### config.mk
export PLATFORM = sky130hd
export DESIGN_NAME = uart_to_spi_command_bridge
export DESIGN_NICKNAME = d
export VERILOG_FILES = /design/src/design/ucb_pkg.sv /design/src/design/ucb_front.sv /design/src/design/ucb_cmdq.sv /design/src/design/ucb_back.sv /design/src/design/uart_to_spi_command_bridge.sv
export SDC_FILE = /design/constraint.sdc
export NUM_CORES = 1
export LEC_CHECK = 0
export BUFFER_PORTS_ARGS = -buffer_cell sky130_fd_sc_hd__buf_4
export CORE_MARGIN = 5
export CORE_UTILIZATION = 38
export CTS_CLUSTER_SIZE = 28
export DETAILED_ROUTE_END_ITERATION = 8
export PLACE_DENSITY_LB_ADDON = 0.15
export SLEW_MARGIN = 0
export SYNTH_ARGS = -nofsm -noshare
export SYNTH_HDL_FRONTEND = slang
export SYNTH_HIERARCHICAL = 1
export SYNTH_SLANG_ARGS = --single-unit
### constraint.sdc
create_clock -name clk -period 3.55 [get_ports clk]
set_input_delay 0.5325 -clock clk [delete_from_list [all_inputs] [get_ports clk]]
set_output_delay 0.5325 -clock clk [all_outputs]
set_load 0.01 [all_outputs]
### src/design/ucb_pkg.sv
`timescale 1ns / 1ps
package ucb_pkg;

  localparam int MAX_PAYLOAD_DEF = 16;
  // Wide enough for a run length at any MAX_PAYLOAD up to 127.
  localparam int CMD_LEN_W = 7;

  localparam logic [7:0] START_BYTE = 8'hF8;
  localparam logic [7:0] CMD_READ   = 8'hFA;
  localparam logic [7:0] CMD_WRITE  = 8'hFB;
  localparam logic [7:0] DUMMY_BYTE = 8'h00;

  localparam logic [1:0] CH_SPI  = 2'd0;
  localparam logic [1:0] CH_UART = 2'd1;
  localparam logic [1:0] CH_ERR  = 2'd2;

  localparam logic OP_UART = 1'b0;
  localparam logic OP_SPI  = 1'b1;

  localparam logic ERR_LENGTH  = 1'b0;
  localparam logic ERR_COMMAND = 1'b1;

  typedef struct packed {
    logic       op;
    logic [7:0] rx_byte;
  } ucb_in_t;

  typedef struct packed {
    logic [1:0] channel;
    logic [7:0] tx_byte;
    logic       error_code;
    logic       last;
  } ucb_out_t;

  typedef struct packed {
    logic [1:0]           channel;
    logic                 error_code;
    logic                 from_buf;
    logic [CMD_LEN_W-1:0] len;
  } ucb_cmd_t;

endpackage

### src/design/ucb_front.sv
`timescale 1ns / 1ps
module ucb_front #(
  parameter int MAX_PAYLOAD = ucb_pkg::MAX_PAYLOAD_DEF
) (
  input  logic                clk,
  input  logic                rst_n,
  input  logic                in_push,
  output logic                in_full,
  input  ucb_pkg::ucb_in_t    in_item,
  input  logic                q_full,
  output logic                q_push,
  output ucb_pkg::ucb_cmd_t   q_data,
  input  logic                buf_done,
  output logic                mem_we,
  output logic [((MAX_PAYLOAD > 1) ? $clog2(MAX_PAYLOAD) : 1)-1:0] mem_waddr,
  output logic [7:0]          mem_wdata
);
  import ucb_pkg::*;

  localparam int LEN_W = $clog2(MAX_PAYLOAD + 1);
  localparam int AW    = (MAX_PAYLOAD > 1) ? $clog2(MAX_PAYLOAD) : 1;

  typedef enum logic [6:0] {
    ST_HUNT      = 7'b0000001,
    ST_CMD       = 7'b0000010,
    ST_LEN_WR    = 7'b0000100,
    ST_LEN_RD    = 7'b0001000,
    ST_LEN_BAD   = 7'b0010000,
    ST_PAYLOAD   = 7'b0100000,
    ST_READ_WAIT = 7'b1000000
  } ucb_state_t;

  ucb_state_t       state_r, state_nxt;
  logic [LEN_W-1:0] cnt_r, cnt_nxt;
  logic [LEN_W-1:0] len_r, len_nxt;
  logic             buf_pend_r, buf_pend_nxt;
  logic [LEN_W-1:0] cnt_inc;
  logic             accept;
  logic             len_ok;

  assign in_full = q_full ||
                   (buf_pend_r && (state_r == ST_PAYLOAD || state_r == ST_READ_WAIT));
  assign accept  = in_push && !in_full;
  assign cnt_inc = cnt_r + 1'b1;
  assign len_ok  = (in_item.rx_byte != 8'd0) && (in_item.rx_byte <= 8'(MAX_PAYLOAD));

  always_comb begin
    state_nxt    = state_r;
    cnt_nxt      = cnt_r;
    len_nxt      = len_r;
    buf_pend_nxt = buf_pend_r && !buf_done;
    q_push       = 1'b0;
    q_data       = '0;
    mem_we       = 1'b0;
    mem_waddr    = cnt_r[AW-1:0];
    mem_wdata    = in_item.rx_byte;
    if (accept) begin
      if (in_item.op == OP_SPI) begin
        if (state_r == ST_READ_WAIT) begin
          mem_we  = 1'b1;
          cnt_nxt = cnt_inc;
          if (cnt_inc == len_r) begin
            q_push          = 1'b1;
            q_data.channel  = CH_UART;
            q_data.from_buf = 1'b1;
            q_data.len      = CMD_LEN_W'(len_r);
            state_nxt       = ST_HUNT;
            cnt_nxt         = '0;
            len_nxt         = '0;
            buf_pend_nxt    = 1'b1;
          end
        end
      end else begin
        unique case (state_r) inside
          ST_CMD: begin
            if (in_item.rx_byte == CMD_WRITE) begin
              state_nxt = ST_LEN_WR;
            end else if (in_item.rx_byte == CMD_READ) begin
              state_nxt = ST_LEN_RD;
            end else begin
              state_nxt = ST_LEN_BAD;
            end
          end
          ST_LEN_WR, ST_LEN_RD, ST_LEN_BAD: begin
            if (!len_ok || state_r == ST_LEN_BAD) begin
              q_push            = 1'b1;
              q_data.channel    = CH_ERR;
              q_data.error_code = len_ok ? ERR_COMMAND : ERR_LENGTH;
              q_data.len        = CMD_LEN_W'(1);
              state_nxt         = ST_HUNT;
            end else begin
              len_nxt = in_item.rx_byte[LEN_W-1:0];
              cnt_nxt = '0;
              if (state_r == ST_LEN_WR) begin
                state_nxt = ST_PAYLOAD;
              end else begin
                q_push     = 1'b1;
                q_data.channel = CH_SPI;
                q_data.len = CMD_LEN_W'(in_item.rx_byte[LEN_W-1:0]);
                state_nxt  = ST_READ_WAIT;
              end
            end
          end
          ST_PAYLOAD: begin
            mem_we  = 1'b1;
            cnt_nxt = cnt_inc;
            if (cnt_inc == len_r) begin
              q_push          = 1'b1;
              q_data.channel  = CH_SPI;
              q_data.from_buf = 1'b1;
              q_data.len      = CMD_LEN_W'(len_r);
              state_nxt       = ST_HUNT;
              cnt_nxt         = '0;
              len_nxt         = '0;
              buf_pend_nxt    = 1'b1;
            end
          end
          ST_READ_WAIT: begin
            state_nxt = ST_READ_WAIT;
          end
          default: begin
            if (in_item.rx_byte == START_BYTE) begin
              state_nxt = ST_CMD;
              cnt_nxt   = '0;
            end else begin
              state_nxt = ST_HUNT;
            end
          end
        endcase
      end
    end
  end

  always_ff @(posedge clk) begin
    if (!rst_n) begin
      state_r    <= ST_HUNT;
      cnt_r      <= '0;
      len_r      <= '0;
      buf_pend_r <= 1'b0;
    end else begin
      state_r    <= state_nxt;
      cnt_r      <= cnt_nxt;
      len_r      <= len_nxt;
      buf_pend_r <= buf_pend_nxt;
    end
  end

endmodule

### src/design/ucb_cmdq.sv
`timescale 1ns / 1ps
module ucb_cmdq (
  input  logic              clk,
  input  logic              rst_n,
  input  logic              push,
  input  ucb_pkg::ucb_cmd_t push_data,
  output logic              full,
  input  logic              pop,
  output logic              empty,
  output ucb_pkg::ucb_cmd_t head
);
  import ucb_pkg::*;

  localparam int DEPTH = 2;
  localparam int PW    = $clog2(DEPTH);
  localparam int CW    = $clog2(DEPTH + 1);

  ucb_cmd_t        ent_r [DEPTH];
  logic [PW-1:0]   wptr_r;
  logic [PW-1:0]   rptr_r;
  logic [CW-1:0]   cnt_r;

  assign full  = (cnt_r == CW'(DEPTH));
  assign empty = (cnt_r == '0);
  assign head  = ent_r[rptr_r];

  always_ff @(posedge clk) begin
    if (!rst_n) begin
      wptr_r <= '0;
      rptr_r <= '0;
      cnt_r  <= '0;
    end else begin
      if (push) begin
        wptr_r <= wptr_r + 1'b1;
      end
      if (pop) begin
        rptr_r <= rptr_r + 1'b1;
      end
      if (push && !pop) begin
        cnt_r <= cnt_r + 1'b1;
      end else if (pop && !push) begin
        cnt_r <= cnt_r - 1'b1;
      end
    end
  end

  always_ff @(posedge clk) begin
    if (push) begin
      ent_r[wptr_r] <= push_data;
    end
  end

endmodule

### src/design/ucb_back.sv
`timescale 1ns / 1ps
module ucb_back #(
  parameter int MAX_PAYLOAD = ucb_pkg::MAX_PAYLOAD_DEF
) (
  input  logic                clk,
  input  logic                rst_n,
  input  logic                q_empty,
  input  ucb_pkg::ucb_cmd_t   q_head,
  output logic                q_pop,
  output logic                buf_done,
  input  logic                mem_we,
  input  logic [((MAX_PAYLOAD > 1) ? $clog2(MAX_PAYLOAD) : 1)-1:0] mem_waddr,
  input  logic [7:0]          mem_wdata,
  output logic                out_empty,
  input  logic                out_pop,
  output ucb_pkg::ucb_out_t   out_item
);
  import ucb_pkg::*;

  localparam int LEN_W = $clog2(MAX_PAYLOAD + 1);
  localparam int AW    = (MAX_PAYLOAD > 1) ? $clog2(MAX_PAYLOAD) : 1;

  logic [7:0]       mem_r [MAX_PAYLOAD];
  logic             active_r;
  ucb_cmd_t         cmd_r;
  logic [LEN_W-1:0] idx_r;
  logic             s1_v_r;
  logic [1:0]       s1_ch_r;
  logic             s1_ec_r;
  logic             s1_last_r;
  logic             s1_buf_r;
  logic [7:0]       rd_data_r;
  logic             out_v_r;
  ucb_out_t         out_r;

  logic             out_move;
  logic             issue;
  logic [LEN_W-1:0] idx_inc;
  logic             is_last;

  assign out_move  = s1_v_r && (!out_v_r || out_pop);
  assign issue     = active_r && (!s1_v_r || out_move);
  assign idx_inc   = idx_r + 1'b1;
  assign is_last   = (idx_inc == cmd_r.len[LEN_W-1:0]);
  assign q_pop     = !active_r && !q_empty;
  assign buf_done  = issue && is_last && cmd_r.from_buf;
  assign out_empty = !out_v_r;
  assign out_item  = out_r;

  always_ff @(posedge clk) begin
    if (!rst_n) begin
      active_r <= 1'b0;
      s1_v_r   <= 1'b0;
      out_v_r  <= 1'b0;
    end else begin
      if (q_pop) begin
        active_r <= 1'b1;
      end else if (issue && is_last) begin
        active_r <= 1'b0;
      end
      if (issue) begin
        s1_v_r <= 1'b1;
      end else if (out_move) begin
        s1_v_r <= 1'b0;
      end
      if (out_move) begin
        out_v_r <= 1'b1;
      end else if (out_pop) begin
        out_v_r <= 1'b0;
      end
    end
  end

  always_ff @(posedge clk) begin
    if (mem_we) begin
      mem_r[mem_waddr] <= mem_wdata;
    end
  end

  always_ff @(posedge clk) begin
    if (q_pop) begin
      cmd_r <= q_head;
      idx_r <= '0;
    end else if (issue) begin
      idx_r <= idx_inc;
    end
    if (issue) begin
      rd_data_r <= mem_r[idx_r[AW-1:0]];
      s1_ch_r   <= cmd_r.channel;
      s1_ec_r   <= cmd_r.error_code;
      s1_last_r <= is_last;
      s1_buf_r  <= cmd_r.from_buf;
    end
    if (out_move) begin
      out_r.channel    <= s1_ch_r;
      out_r.tx_byte    <= s1_buf_r ? rd_data_r : DUMMY_BYTE;
      out_r.error_code <= s1_ec_r;
      out_r.last       <= s1_last_r;
    end
  end

endmodule

### src/design/uart_to_spi_command_bridge.sv
`timescale 1ns / 1ps
// Channel   Ports                          Moves
// input     in_push, in_full, in_item      one received byte and its source
// result    out_empty, out_pop, out_item   one byte or error report to transmit
//
// The front takes one request per cycle while it is not stalled and classifies it against the frame.
// A run of N results leaves the back one per cycle while out_pop takes them, passing through
// the command register, the buffer read stage and the output register; an error report is a run of one.
// The front stalls when the command queue is full, or while it gathers payload or
// SPI bytes and the back still reads the buffer for the previous run.
// Reset is synchronous; the payload buffer needs no clearing pass.
module uart_to_spi_command_bridge #(
  parameter int MAX_PAYLOAD = ucb_pkg::MAX_PAYLOAD_DEF
) (
  input  logic              clk,
  input  logic              rst_n,
  input  logic              in_push,
  output logic              in_full,
  input  ucb_pkg::ucb_in_t  in_item,
  output logic              out_empty,
  input  logic              out_pop,
  output ucb_pkg::ucb_out_t out_item
);
  import ucb_pkg::*;

  localparam int AW = (MAX_PAYLOAD > 1) ? $clog2(MAX_PAYLOAD) : 1;

  logic          q_push;
  logic          q_full;
  logic          q_pop;
  logic          q_empty;
  ucb_cmd_t      q_data;
  ucb_cmd_t      q_head;
  logic          buf_done;
  logic          mem_we;
  logic [AW-1:0] mem_waddr;
  logic [7:0]    mem_wdata;

  ucb_front #(
    .MAX_PAYLOAD(MAX_PAYLOAD)
  ) u_front (
    .clk       (clk),
    .rst_n     (rst_n),
    .in_push   (in_push),
    .in_full   (in_full),
    .in_item   (in_item),
    .q_full    (q_full),
    .q_push    (q_push),
    .q_data    (q_data),
    .buf_done  (buf_done),
    .mem_we    (mem_we),
    .mem_waddr (mem_waddr),
    .mem_wdata (mem_wdata)
  );

  ucb_cmdq u_cmdq (
    .clk       (clk),
    .rst_n     (rst_n),
    .push      (q_push),
    .push_data (q_data),
    .full      (q_full),
    .pop       (q_pop),
    .empty     (q_empty),
    .head      (q_head)
  );

  ucb_back #(
    .MAX_PAYLOAD(MAX_PAYLOAD)
  ) u_back (
    .clk       (clk),
    .rst_n     (rst_n),
    .q_empty   (q_empty),
    .q_head    (q_head),
    .q_pop     (q_pop),
    .buf_done  (buf_done),
    .mem_we    (mem_we),
    .mem_waddr (mem_waddr),
    .mem_wdata (mem_wdata),
    .out_empty (out_empty),
    .out_pop   (out_pop),
    .out_item  (out_item)
  );

endmodule

### Yosys cells after proc, flatten, opt, wreduce, memory -nomap -nowiden

Memory sizes are Yosys's and may differ from the RTL's. A register that Yosys moved wholly into a read port is not among the register bits.
Cells that the tools add are included.

| storage, ports and cells | value |
|---|---|
| latch bits | 0 |
| memory bits (writable) | 150 |
| memories | 2 |
| word-level logic and storage cells | 146 |
| output and inout port bits | 14 |
| memory bits (read-only) | 0 |
| register bits after elaboration | 47 |
| input bits | 13 |

| cells by class | value |
|---|---|
| div/mod/pow operators | 0 |
| add/sub/neg operators | 6 |
| muxes and demuxes | 65 |
| order comparisons | 1 |
| bitwise gates (word level) | 0 |
| eq/ne operators | 15 |
| multipliers | 0 |
| reductions and logical operators | 38 |
| shift operators | 0 |

Memory list:

| memory | depth | bits a word | rd ports | clocked after Yosys merged registers in | wr ports | line | RTL |
|---|---|---|---|---|---|---|---|
| u_back.mem_r | 16 | 8 | 1 | 1 | 1 | ucb_back.sv:23 | `logic [7:0] mem_r [MAX_PAYLOAD];` |
| u_cmdq.ent_r | 2 | 11 | 1 | 1 | 1 | ucb_cmdq.sv:18 | `ucb_cmd_t ent_r [DEPTH];` |

Operators with widths:

| operator | number |
|---|---|
| $mux 5 | 11 |
| $mux 7 | 7 |
| $mux 1 | 32 |
| $pmux 7 s4 | 1 |
| $eq 8x8->1 const B | 3 |
| $mux 8 | 3 |
| $pmux 5 s3 | 1 |
| $pmux 7 s2 | 1 |
| $mux 2 | 6 |
| $logic_and 1x1->1 | 11 |
| $mux 11 | 1 |
| $add 5x1->5 const B | 2 |
| $eq 5x5->1 | 2 |
| $pmux 5 s2 | 1 |
| $logic_not 1->1 | 9 |
| $le 8x5->1 const B | 1 |
| $reduce_bool 2->1 | 4 |
| $reduce_bool 8->1 | 1 |
| $eq 7x2->1 const B | 1 |
| $eq 7x3->1 const B | 1 |
| $eq 7x4->1 const B | 1 |
| $eq 7x5->1 const B | 1 |
| $eq 7x6->1 const B | 1 |
| $eq 7x7->1 const B | 1 |
| 16 further kinds | 22 |

### Logic depth before layout (Yosys ltp)

Gate-level depths: netlist of the first run.

| logic depth | value |
|---|---|
| depth in word-level cells | 13 |
| depth in mapped cells | 11 |
| gate-level depth less buffers | 11 |

### Cells and area by module

Netlist of the first run, hierarchy kept.

Modules (own cells, without submodules):

| module | seq. area each (um^2) | cells each | times used | area each (um^2) |
|---|---|---|---|---|
| ucb_back | 5024.8 | 304 | 1 | 6561.3 |
| ucb_front | 360.3 | 203 | 1 | 1640.3 |
| ucb_cmdq | 760.7 | 56 | 1 | 1008.5 |

### Worst setup path after synthesis of the first run

No wires, ideal clock.

| path | value |
|---|---|
| kind | register -> register |
| start | register u_front.cnt_r[0] |
| end | memory u_cmdq/ent_r[0][0] (netlist name) (enable) |
| data arrival time | 2.723 ns |
| clock period less this slack | 3.104 ns |
| required time | 3.169 ns |
| library setup time | 0.381 ns |
| setup slack | 0.446 ns |
| path buffers | 0 |
| cell stages (with the launch flop) | 9 |
| cell sequence | dfxtp_1 > ha_1 > nand3_1 > xnor2_1 > and4_1 > nand2b_1 > or4_1 > o31ai_1 > nor2b_1 |

| on the way | value |
|---|---|
| word-level cells in the longest chain between the ends | 8 |
| elaborated cells on any way between the ends | 9 |
| classes of those cells | 1 x add/sub; 1 x eq/ne; 7 x mux |

Ends and longest elaborated chain:

| element | line | RTL |
|---|---|---|
| start: declaration | ucb_front.sv:34 | `logic [LEN_W-1:0] cnt_r, cnt_nxt;` |
| start signal: assignment | ucb_front.sv:142 | `cnt_r <= cnt_nxt;` |
| $add 5x1->5 * | ucb_front.sv:44 | `assign cnt_inc = cnt_r + 1'b1;` |
| $eq 5x5->1 * | ucb_front.sv:62, ucb_front.sv:107 |  |
| $mux 1 * | ucb_front.sv:62, ucb_front.sv:107 |  |
| $pmux 1 s2 / $mux 1 (equally long branches) | ucb_front.sv:74, ucb_front.sv:59 |  |
| $mux 1 * | ucb_front.sv:58 | `if (in_item.op == OP_SPI) begin` |
| $mux 1 * | ucb_front.sv:57 | `if (accept) begin` |
| net q_push | uart_to_spi_command_bridge.sv:28 | `logic q_push;` |
| $mux 1 * | ucb_cmdq.sv:48 | `if (push) begin` |
| $mux 1 (not written as such) * | ucb_cmdq.sv:49 | `ent_r[wptr_r] <= push_data;` |
| end: declaration | ucb_cmdq.sv:18 |  |

The timed path passes the listed nets; every way through them passes the cells marked *.

### Final worst setup path of the first run

| path | value |
|---|---|
| start | register u_front.cnt_r[1] |
| end | register u_cmdq.cnt_r[1] |

| on the way | value |
|---|---|
| word-level cells in the longest chain between the ends | 9 |
| elaborated cells on any way between the ends | 12 |
| classes of those cells | 1 x add/sub; 1 x eq/ne; 6 x mux; 4 x reduce/logical |

Ends and longest elaborated chain:

| element | line | RTL |
|---|---|---|
| $add 5x1->5 * | ucb_front.sv:44 |  |
| $eq 5x5->1 * | ucb_front.sv:62, ucb_front.sv:107 |  |
| $mux 1 * | ucb_front.sv:62, ucb_front.sv:107 |  |
| $pmux 1 s2 / $mux 1 (equally long branches) | ucb_front.sv:74, ucb_front.sv:59 |  |
| $mux 1 * | ucb_front.sv:58 |  |
| $mux 1 * | ucb_front.sv:57 |  |
| net q_push | uart_to_spi_command_bridge.sv:28 |  |
| $logic_not 1->1 | ucb_cmdq.sv:41 | `end else if (pop && !push) begin` |
| $logic_and 1x1->1 | ucb_cmdq.sv:41 |  |
| $reduce_bool 2->1 (no source line) | n/a |  |
| end signal: assignment | ucb_cmdq.sv:40 | `cnt_r <= cnt_r + 1'b1;` |
| end signal: assignment | ucb_cmdq.sv:42 | `cnt_r <= cnt_r - 1'b1;` |
| end: declaration | ucb_cmdq.sv:21 | `logic [CW-1:0] cnt_r;` |

Marks and branches as above.
A chain may end at the register's enable or synchronous reset.

==> results by stage, run 1 <==
Status:
- The run finished with clean final reports.

Place:
- The placed instance area is just under 10000 sq um.
- Prior to clock tree synthesis, the placed netlist has a worst setup slack of ~0.3 ns.
- Buffers placed on the I/O ports in this run total 26.
- The final weighted congestion in routability-driven placement is between 0.8 and 0.9.
- Once detailed placement completed, the half-perimeter wirelength came to 11.97 mm.

STA:
- The upper clock frequency limit is around 0.30 GHz.
- The total setup violations reported at the end of the flow is 0.
- For the final database, setup skew stands at about 0.018 ns.
- The number of hold violations in the final report is 0.
- The minimum setup slack in the final design is approximately 0.24 ns.
- Setup total negative slack on the finished layout was measured at 0 ns.
- The worst slew margin relative to its limit is approximately 36%.
- Setup repair after global routing left no endpoint under its margin.
- Dividing the final minimum period by the clock period gives slightly above 90%.
- The final critical delay including setup and external delays is ~3.3 ns.
- The actual slew at the worst max-slew pin is between 0.9 and 1 ns.
- The number of max-slew violations in the final report is 0.

Synth:
- The mean instance size in the synthesized netlist is 16.33 sq um.
- The area of the mapped netlist is 9049 sq um.
- The instance count of the mapped netlist is around 550.
- The number of nets handed over by synthesis was between 500 and 600.
- The number of warnings issued by yosys is 6.

GRT:
- The maximum number of pins on one net before global-route repair is 36.
- The total routing usage reported by global routing is between 10% and 20%.
- The number of global-route vias before repair is 4892.
- The first global-routing pass estimated approximately 28 mm of wire.
- The overall overflow remaining after global route is 0.
- The initial antenna violation count is 0.

Finish:
- The post-synthesis to final-layout area growth is 14.95%.
- The number of nets in the layout is 616.
- The number of diodes added for antenna fixing is 0.
- The final instance area is between 10000 and 15000 sq um.
- The final core utilization is 44.31%.
- Of the cells placed in the final design, the portion with a size suffix greater than 1 is between 10% and 20%.

Pwr:
- The power density over the cells is roughly 640 nW/um^2.
- The analysis attributes to cell leakage a power of about 3.5 nW.
- VDD sags by at most approximately 370 uV.

Die:
- The floorplan step defined a die boundary enclosing 27000 sq um.
- The I/O pin count is 27.
- The effective utilization at floorplan is about two fifths.
- In this run the core area contains 56 standard-cell rows.
- The total area inside the core boundary comes to around 23000 sq um.
- The width of the die is approximately 160 microns.
- The vertical die dimension is roughly 160 microns.

Clock network:
- The post-CTS setup buffer count is 0.
- The CTS H-tree depth is 1.
- After clock tree synthesis, the clock-pin slew on the worst setup and hold paths is approximately 0.060 ns.
- The clock sink count is 211.
- Counting along the longest clock path gives a buffer depth of 3.
- The cts-stage hold buffer count is 0.
- The number of buffers created by CTS is 23.
- In this run the clock root is driven by a sky130_fd_sc_hd__clkbuf_16.
- Gates resized during post-CTS repair numbered 0.
- Clock latency on the worst-skew pair, taken at its later pin, is approximately 0.5 ns.
- TritonCTS built the clock tree.

Route:
- In the routed design, unresolved DRC markers number 0.
- The number of nets with antenna violations after detailed routing is 0.
- The violation count after the first detailed-route iteration is about 300.
- The final routed wire length divided by cell count is between 15 and 20 microns.
- The average vias per placed instance is between 5 and 6.
- The detailed-route wire length is 18.13 mm.
- Before antenna repair, the detailed router went through 5 iterations.
- The vias after detailed routing is just under 5000.

Setup path:
- For this design, the slowest cell found on the critical path is sky130_fd_sc_hd__or4_1.
- For the worst setup path, the data arrival time is about 3.7 ns.
- The sort of element at the start of the critical path is a flop.
- The number of buffers and inverters on the critical path is 0.
- The critical path's most frequent cell is sky130_fd_sc_hd__ha_1.
- On the critical path the largest part of the delay comes from simple AND/OR/NAND/NOR gates.
- The data required time of the worst path is 3.97 ns.
- The maximum cell stage delay along the critical path is 0.54 ns.
- By startpoint and endpoint, the worst setup path is classified as reg2reg.
- STA classifies the critical path endpoint as a flop.
- Walking the worst path, the cells encountered are ha_1 -> xor2_1 -> xnor2_1 -> and4_1 -> nand2b_1 -> or4_1 -> o31ai_1 -> ha_1 -> or3_1 -> a21boi_1.
- In this run the worst path has a maximum fanout of 10.

Run:
- The number of maximum-capacitance violations is 0.

Min path:
- The type of the worst min-delay path is in2reg.
## state kept, by name, indices dropped and copies added, names as in the netlist, 5 cells and up, named ones only
name,flops
u_back/cmd_r,9
u_back/idx_r,5
u_back/mem_r,128
u_back/out_item,12
u_back/rd_data_r,8
u_cmdq/ent_r,18
u_front/cnt_r,5
u_front/len_r,5
u_front/state_r,7
## routing by layer
| layer | vias up | track usage (%) | part of all wire (%) |
|---|---|---|---|
| li1 | 2299 | - | - |
| met1 | 2419 | 18.96 | 45 |
| met2 | 98 | 22.94 | 48 |
| met3 | 28 | 2.058 | 4.1 |
| met5 | - | 0 | 0 |
| met4 | 0 | 3.241 | 2.2 |
## path summary, 6_finish.rpt
| path | start | end | slack, ns | cells after the start |
|---|---|---|---|---|
| worst max register to register | u_front/cnt_r[1]$_SDFFE_PN0P_ | u_cmdq/cnt_r[1]$_SDFFE_PN0P_ | 0.24 | 10 |
| worst max-delay path | u_front/cnt_r[1]$_SDFFE_PN0P_ | u_cmdq/cnt_r[1]$_SDFFE_PN0P_ | 0.24 | 10 |
| worst min-delay path | out_pop | u_back/out_v_r$_SDFFE_PN0P_ | 0.36 | 3 |
| worst min register to register | u_back/cmd_r[8]$_DFFE_PP_ | u_back/s1_ec_r$_DFFE_PP_ | 0.42 | 0 |
## cell usage in the layout (no fill, tap or decap), types with 4 or more instances in the layout
cell and count:
sky130_fd_sc_hd__nor2_1 31, sky130_fd_sc_hd__a221o_1 8, sky130_fd_sc_hd__inv_1 11, sky130_fd_sc_hd__nand3b_1 4, sky130_fd_sc_hd__nor3_1 10, sky130_fd_sc_hd__bufinv_16 5
sky130_fd_sc_hd__nand2b_1 9, sky130_fd_sc_hd__nor2b_1 8, sky130_fd_sc_hd__a21oi_1 12, sky130_fd_sc_hd__mux4_1 27, sky130_fd_sc_hd__buf_4 53, sky130_fd_sc_hd__nor4_1 5
sky130_fd_sc_hd__xor2_1 8, sky130_fd_sc_hd__clkbuf_1 5, sky130_fd_sc_hd__and2_1 17, sky130_fd_sc_hd__o31ai_1 4, sky130_fd_sc_hd__dfxtp_1 30, sky130_fd_sc_hd__clkbuf_16 23
sky130_fd_sc_hd__o21ai_0 17, sky130_fd_sc_hd__a21boi_0 5, sky130_fd_sc_hd__clkinv_1 7, sky130_fd_sc_hd__nand3_1 11, sky130_fd_sc_hd__a22o_1 8, sky130_fd_sc_hd__a32o_2 5
sky130_fd_sc_hd__mux2_2 9, sky130_fd_sc_hd__a21boi_1 4, sky130_fd_sc_hd__mux2i_1 4, sky130_fd_sc_hd__nand2_1 19, sky130_fd_sc_hd__mux4_2 5, sky130_fd_sc_hd__xnor2_1 13
sky130_fd_sc_hd__edfxtp_1 180
## report_power, final
part           internal [mW]  switching [mW]  leakage (nW)
clock network           1.55           0.899         0.378
logic                  0.562           0.578          1.24
registers               2.91           0.143          1.89
## layout make-up
type,count,area [sq um]
clock inverters,13,190.2
well taps,319,399.1
multi-input cells,299,2748
clock buffers,28,594.3
fillers,2038,13070
flip-flops and latches,211,6027
inverters,12,45.04
repair buffers,53,397.9
## worst register-to-register path, stage by stage, from the launching register on
cell and delay, ns:
sky130_fd_sc_hd__dfxtp_1 0.51, sky130_fd_sc_hd__ha_1 0.30, sky130_fd_sc_hd__xor2_1 0.10, sky130_fd_sc_hd__xnor2_1 0.32, sky130_fd_sc_hd__and4_1 0.35, sky130_fd_sc_hd__nand2b_1 0.10
sky130_fd_sc_hd__or4_1 0.54, sky130_fd_sc_hd__o31ai_1 0.17, sky130_fd_sc_hd__ha_1 0.34, sky130_fd_sc_hd__or3_1 0.35, sky130_fd_sc_hd__a21boi_1 0.15
## per-stage QoR
stage | power, mW | instances | hold WS, ns
after floorplan | 3.930 | 554 | 0.4003
after global placement | 4.254 | 894 | 0.4012
after detailed placement | 4.267 | 894 | 0.4075
after CTS | 6.745 | 935 | 0.3395
after global routing | 6.930 | 935 | 0.3764
final | 6.638 | 935 | 0.3628
(Power assumes the default switching activity.)
==> run 2, diff against run 1 <==
--- a/config.mk
+++ b/config.mk
@@ -8,6 +8,7 @@
 export BUFFER_PORTS_ARGS = -buffer_cell sky130_fd_sc_hd__buf_4
 export CORE_MARGIN = 5
 export CORE_UTILIZATION = 38
+export CTS_BUF_LIST = sky130_fd_sc_hd__clkbuf_4 sky130_fd_sc_hd__clkbuf_8
 export CTS_CLUSTER_SIZE = 28
 export DETAILED_ROUTE_END_ITERATION = 8
 export PLACE_DENSITY_LB_ADDON = 0.15
==> run 2 against run 1 <==
  * Critical endpoint unchanged
  * Die area did not move
  * Sequential share of layout area up 0.41 points
  * Setup slack got worse by 0.0092 ns
==> results by stage, run 2 (synthesis results as in run 1) <==
STA:
- The actual slew at the worst max-slew pin is 0.9627 ns (was 0.9592 ns).
- The final worst-path cycle share came to 93.42% (was 93.16%).
- The final critical delay including setup and external delays was 3.317 ns (was 3.307 ns).
- The worst slew margin relative to its limit came to 35.69% (was 35.92%).
- The total setup violations reported at the end of the flow is 0 (unchanged).
- The number of hold violations in the final report came to 0 (unchanged).
- The upper clock frequency limit is 0.3015 GHz (was 0.3024 GHz).
- The total negative slack for setup checks was 0 ns (unchanged).
- The setup skew after layout is 0.02591 ns (was 0.01820 ns).
- The number of max-slew violations in the final report is 0 (unchanged).
- Setup repair after global routing missed its margin: false (unchanged).

Die:
- The I/O pin count came to 27 (unchanged).
- The width of the die is 164.3 microns (unchanged).
- The placeable core region was 23470 sq um (unchanged).
- The cell row count is 56 (unchanged).
- The area of the die came to 27000 sq um (unchanged).
- The effective utilization at floorplan is 38.55% (unchanged).
- The vertical die dimension is 164.3 microns (unchanged).

Clock network:
- The number of buffers created by CTS came to 37 (was 23).
- The post-CTS setup buffer count is 0 (unchanged).
- The number of instances resized during post-cts repair is 0 (unchanged).
- The CTS tree is built (unchanged).
- The CTS H-tree depth was 2 (was 1).
- The clock transition at the registers of the reported paths came to 0.05 ns (was 0.06 ns).
- The maximum clock path buffer count is 3 (unchanged).
- The clock sink count is 211 (unchanged).
- The root buffer cell is sky130_fd_sc_hd__clkbuf_8 (was sky130_fd_sc_hd__clkbuf_16).
- The insertion delay to the later sink of the worst-skew pair was 0.52 ns (was 0.50 ns).
- The cts-stage hold buffer count came to 0 (unchanged).

Setup path:
- The slack of the worst reg-to-reg path is 0.23 ns (was 0.24 ns).
- The class of the most critical setup path is reg2reg (unchanged).
- The worst endpoint data arrival time came to 3.76 ns (was 3.73 ns).
- The sort of element at the start of the critical path is a flop (unchanged).
- The capturing element type of the critical path is a flop (unchanged).
- The data required time of the worst path is 3.99 ns (was 3.97 ns).
- The largest driver fanout on the critical path is 10 (unchanged).

GRT:
- The overall overflow remaining after global route is 0 (unchanged).
- The maximum number of pins on one net before global-route repair is 36 (unchanged).
- The number of global-route vias before repair is 5083 (was 4892).
- The wire length of the first global-routing pass is 28.91 mm (was 28.41 mm).
- The total routing usage reported by global routing was 14.05% (was 13.71%).
- The initial antenna violation count came to 0 (unchanged).

Route:
- The detailed-route wire length is 18.42 mm (was 18.13 mm).
- The vias after detailed routing came to 4921 (was 4844).
- The average vias per placed instance was 5.164 (was 5.181).
- The final routed wire length divided by cell count is 19.33 microns (was 19.39 microns).
- The number of DRC violations after detailed routing is 0 (unchanged).
- The number of search-and-repair iterations in the first detailed-routing pass is 5 (unchanged).
- The violation count after the first detailed-route iteration is 301 (was 296).
- The number of nets with antenna violations after detailed routing was 0 (unchanged).

Status:
- Status: completed (unchanged).

Finish:
- The most common cell after layout, fill and taps aside is sky130_fd_sc_hd__edfxtp_1 (unchanged).
- The number of nets in the layout came to 630 (was 616).
- The number of fillers in the final layout is 2066 (was 2038).
- The number of diodes added for antenna fixing was 0 (unchanged).
- Leading cell types in the layout, fill and taps excluded: 180 x sky130_fd_sc_hd__edfxtp_1, 53 x sky130_fd_sc_hd__buf_4, 41 x sky130_fd_sc_hd__clkbuf_8 (was 180 x sky130_fd_sc_hd__edfxtp_1, 53 x sky130_fd_sc_hd__buf_4, 31 x sky130_fd_sc_hd__nor2_1).
- The register containing the most flip-flops in the final layout is u_back/mem_r (unchanged).
- The share of post-route cells with drive strength above 1 was 23.03% (was 19.64%).
- The number of flip-flops under the largest register name is 128 (unchanged).
- The post-synthesis to final-layout area growth is 14.15% (was 14.95%).
- The count of non-filler cells in the finished layout came to 953 (was 935).

Pwr:
- The maximum resistive drop on vdd is 272.5 uV (was 370.9 uV).
- The power density over the cells is 613.7 nW/um^2 (was 638.2 nW/um^2).
- The leakage dissipation came to 3.501 nW (was 3.502 nW).

Place:
- The number of placed instances with taps included came to 894 (unchanged).
- The estimated wirelength of the detail-placed design is 11.97 mm (unchanged).
- The final weighted congestion in routability-driven placement came to 0.8273 (unchanged).
- The number of buffer cells added on primary ports is 26 (unchanged).

Min path:
- The type of the worst min-delay path is in2reg (unchanged).

Run:
- The number of maximum-capacitance violations is 0 (unchanged).
-- run 2: cell types whose count changed in the layout (fill, tap and decap cells not counted), moves of 4 or more --
cell and delta:
sky130_fd_sc_hd__clkbuf_1 -5, sky130_fd_sc_hd__clkbuf_4 +11, sky130_fd_sc_hd__bufinv_16 -4, sky130_fd_sc_hd__clkbuf_8 +41, sky130_fd_sc_hd__clkbuf_16 -23
-- run 2: power by group --
part | internal, mW | switching [mW] | leakage (nW)
registers | 2.91 | 0.145 | 1.89
logic | 0.562 | 0.577 | 1.24
clock network | 1.24 | 0.908 | 0.376
total | 4.71 | 1.63 | 3.50
-- run 2: worst paths after layout --
check / from / to / depth (start not counted)
hold / removal: out_pop / u_back/out_v_r$_SDFFE_PN0P_ / 3
setup / recovery: u_front/cnt_r[1]$_SDFFE_PN0P_ / u_cmdq/cnt_r[1]$_SDFFE_PN0P_ / 10
setup reg to reg: u_front/cnt_r[1]$_SDFFE_PN0P_ / u_cmdq/cnt_r[1]$_SDFFE_PN0P_ / 10
hold reg to reg: u_back/s1_ch_r[1]$_DFFE_PP_ / u_back/out_item[11]$_DFFE_PP_ / 0
-- run 2: area by class of cell --
type	count	area, sq um	area share, %
clock buffers	52	646.9	6.263
clock inverters	7	65.06	0.6299
inverters	12	45.04	0.4361
multi-input cells	299	2748	26.60
flip-flops and latches	211	6027	58.35
well taps	319	399.1	3.864
repair buffers	53	397.9	3.852
-- run 2: worst max-delay path: stages, from the launching register on --
cell                       delay (ns)
sky130_fd_sc_hd__dfxtp_1         0.51
sky130_fd_sc_hd__ha_1            0.30
sky130_fd_sc_hd__xor2_1          0.10
sky130_fd_sc_hd__xnor2_1         0.32
sky130_fd_sc_hd__and4_1          0.35
sky130_fd_sc_hd__nand2b_1        0.11
sky130_fd_sc_hd__or4_1           0.55
sky130_fd_sc_hd__o31ai_1         0.17
sky130_fd_sc_hd__ha_1            0.34
sky130_fd_sc_hd__or3_1           0.35
sky130_fd_sc_hd__a21boi_1        0.15
-- run 2: per-stage QoR --
step	area, sq um	hold WS (ns)	setup WS [ns]	utilization, %	power, mW
after floorplan	9049	0.4003	0.4863	-	3.930
after global placement	9617	0.4012	0.3711	40.97	4.254
after detailed placement	9617	0.4075	0.3032	40.97	4.267
after CTS	10330	0.2986	0.2749	44.00	6.463
after global routing	10330	0.3383	0.04797	44.00	6.665
final	10330	0.3405	0.2335	44.00	6.339
-- run 2: metal layers --
layer | global-route usage (%) | vias up | routed length, microns
li1 | - | 2312 | -
met1 | 19.03 | 2470 | 8360
met2 | 22.72 | 111 | 8837
met3 | 3.036 | 28 | 858
met4 | 4.499 | 0 | 361
met5 | 0 | - | 0
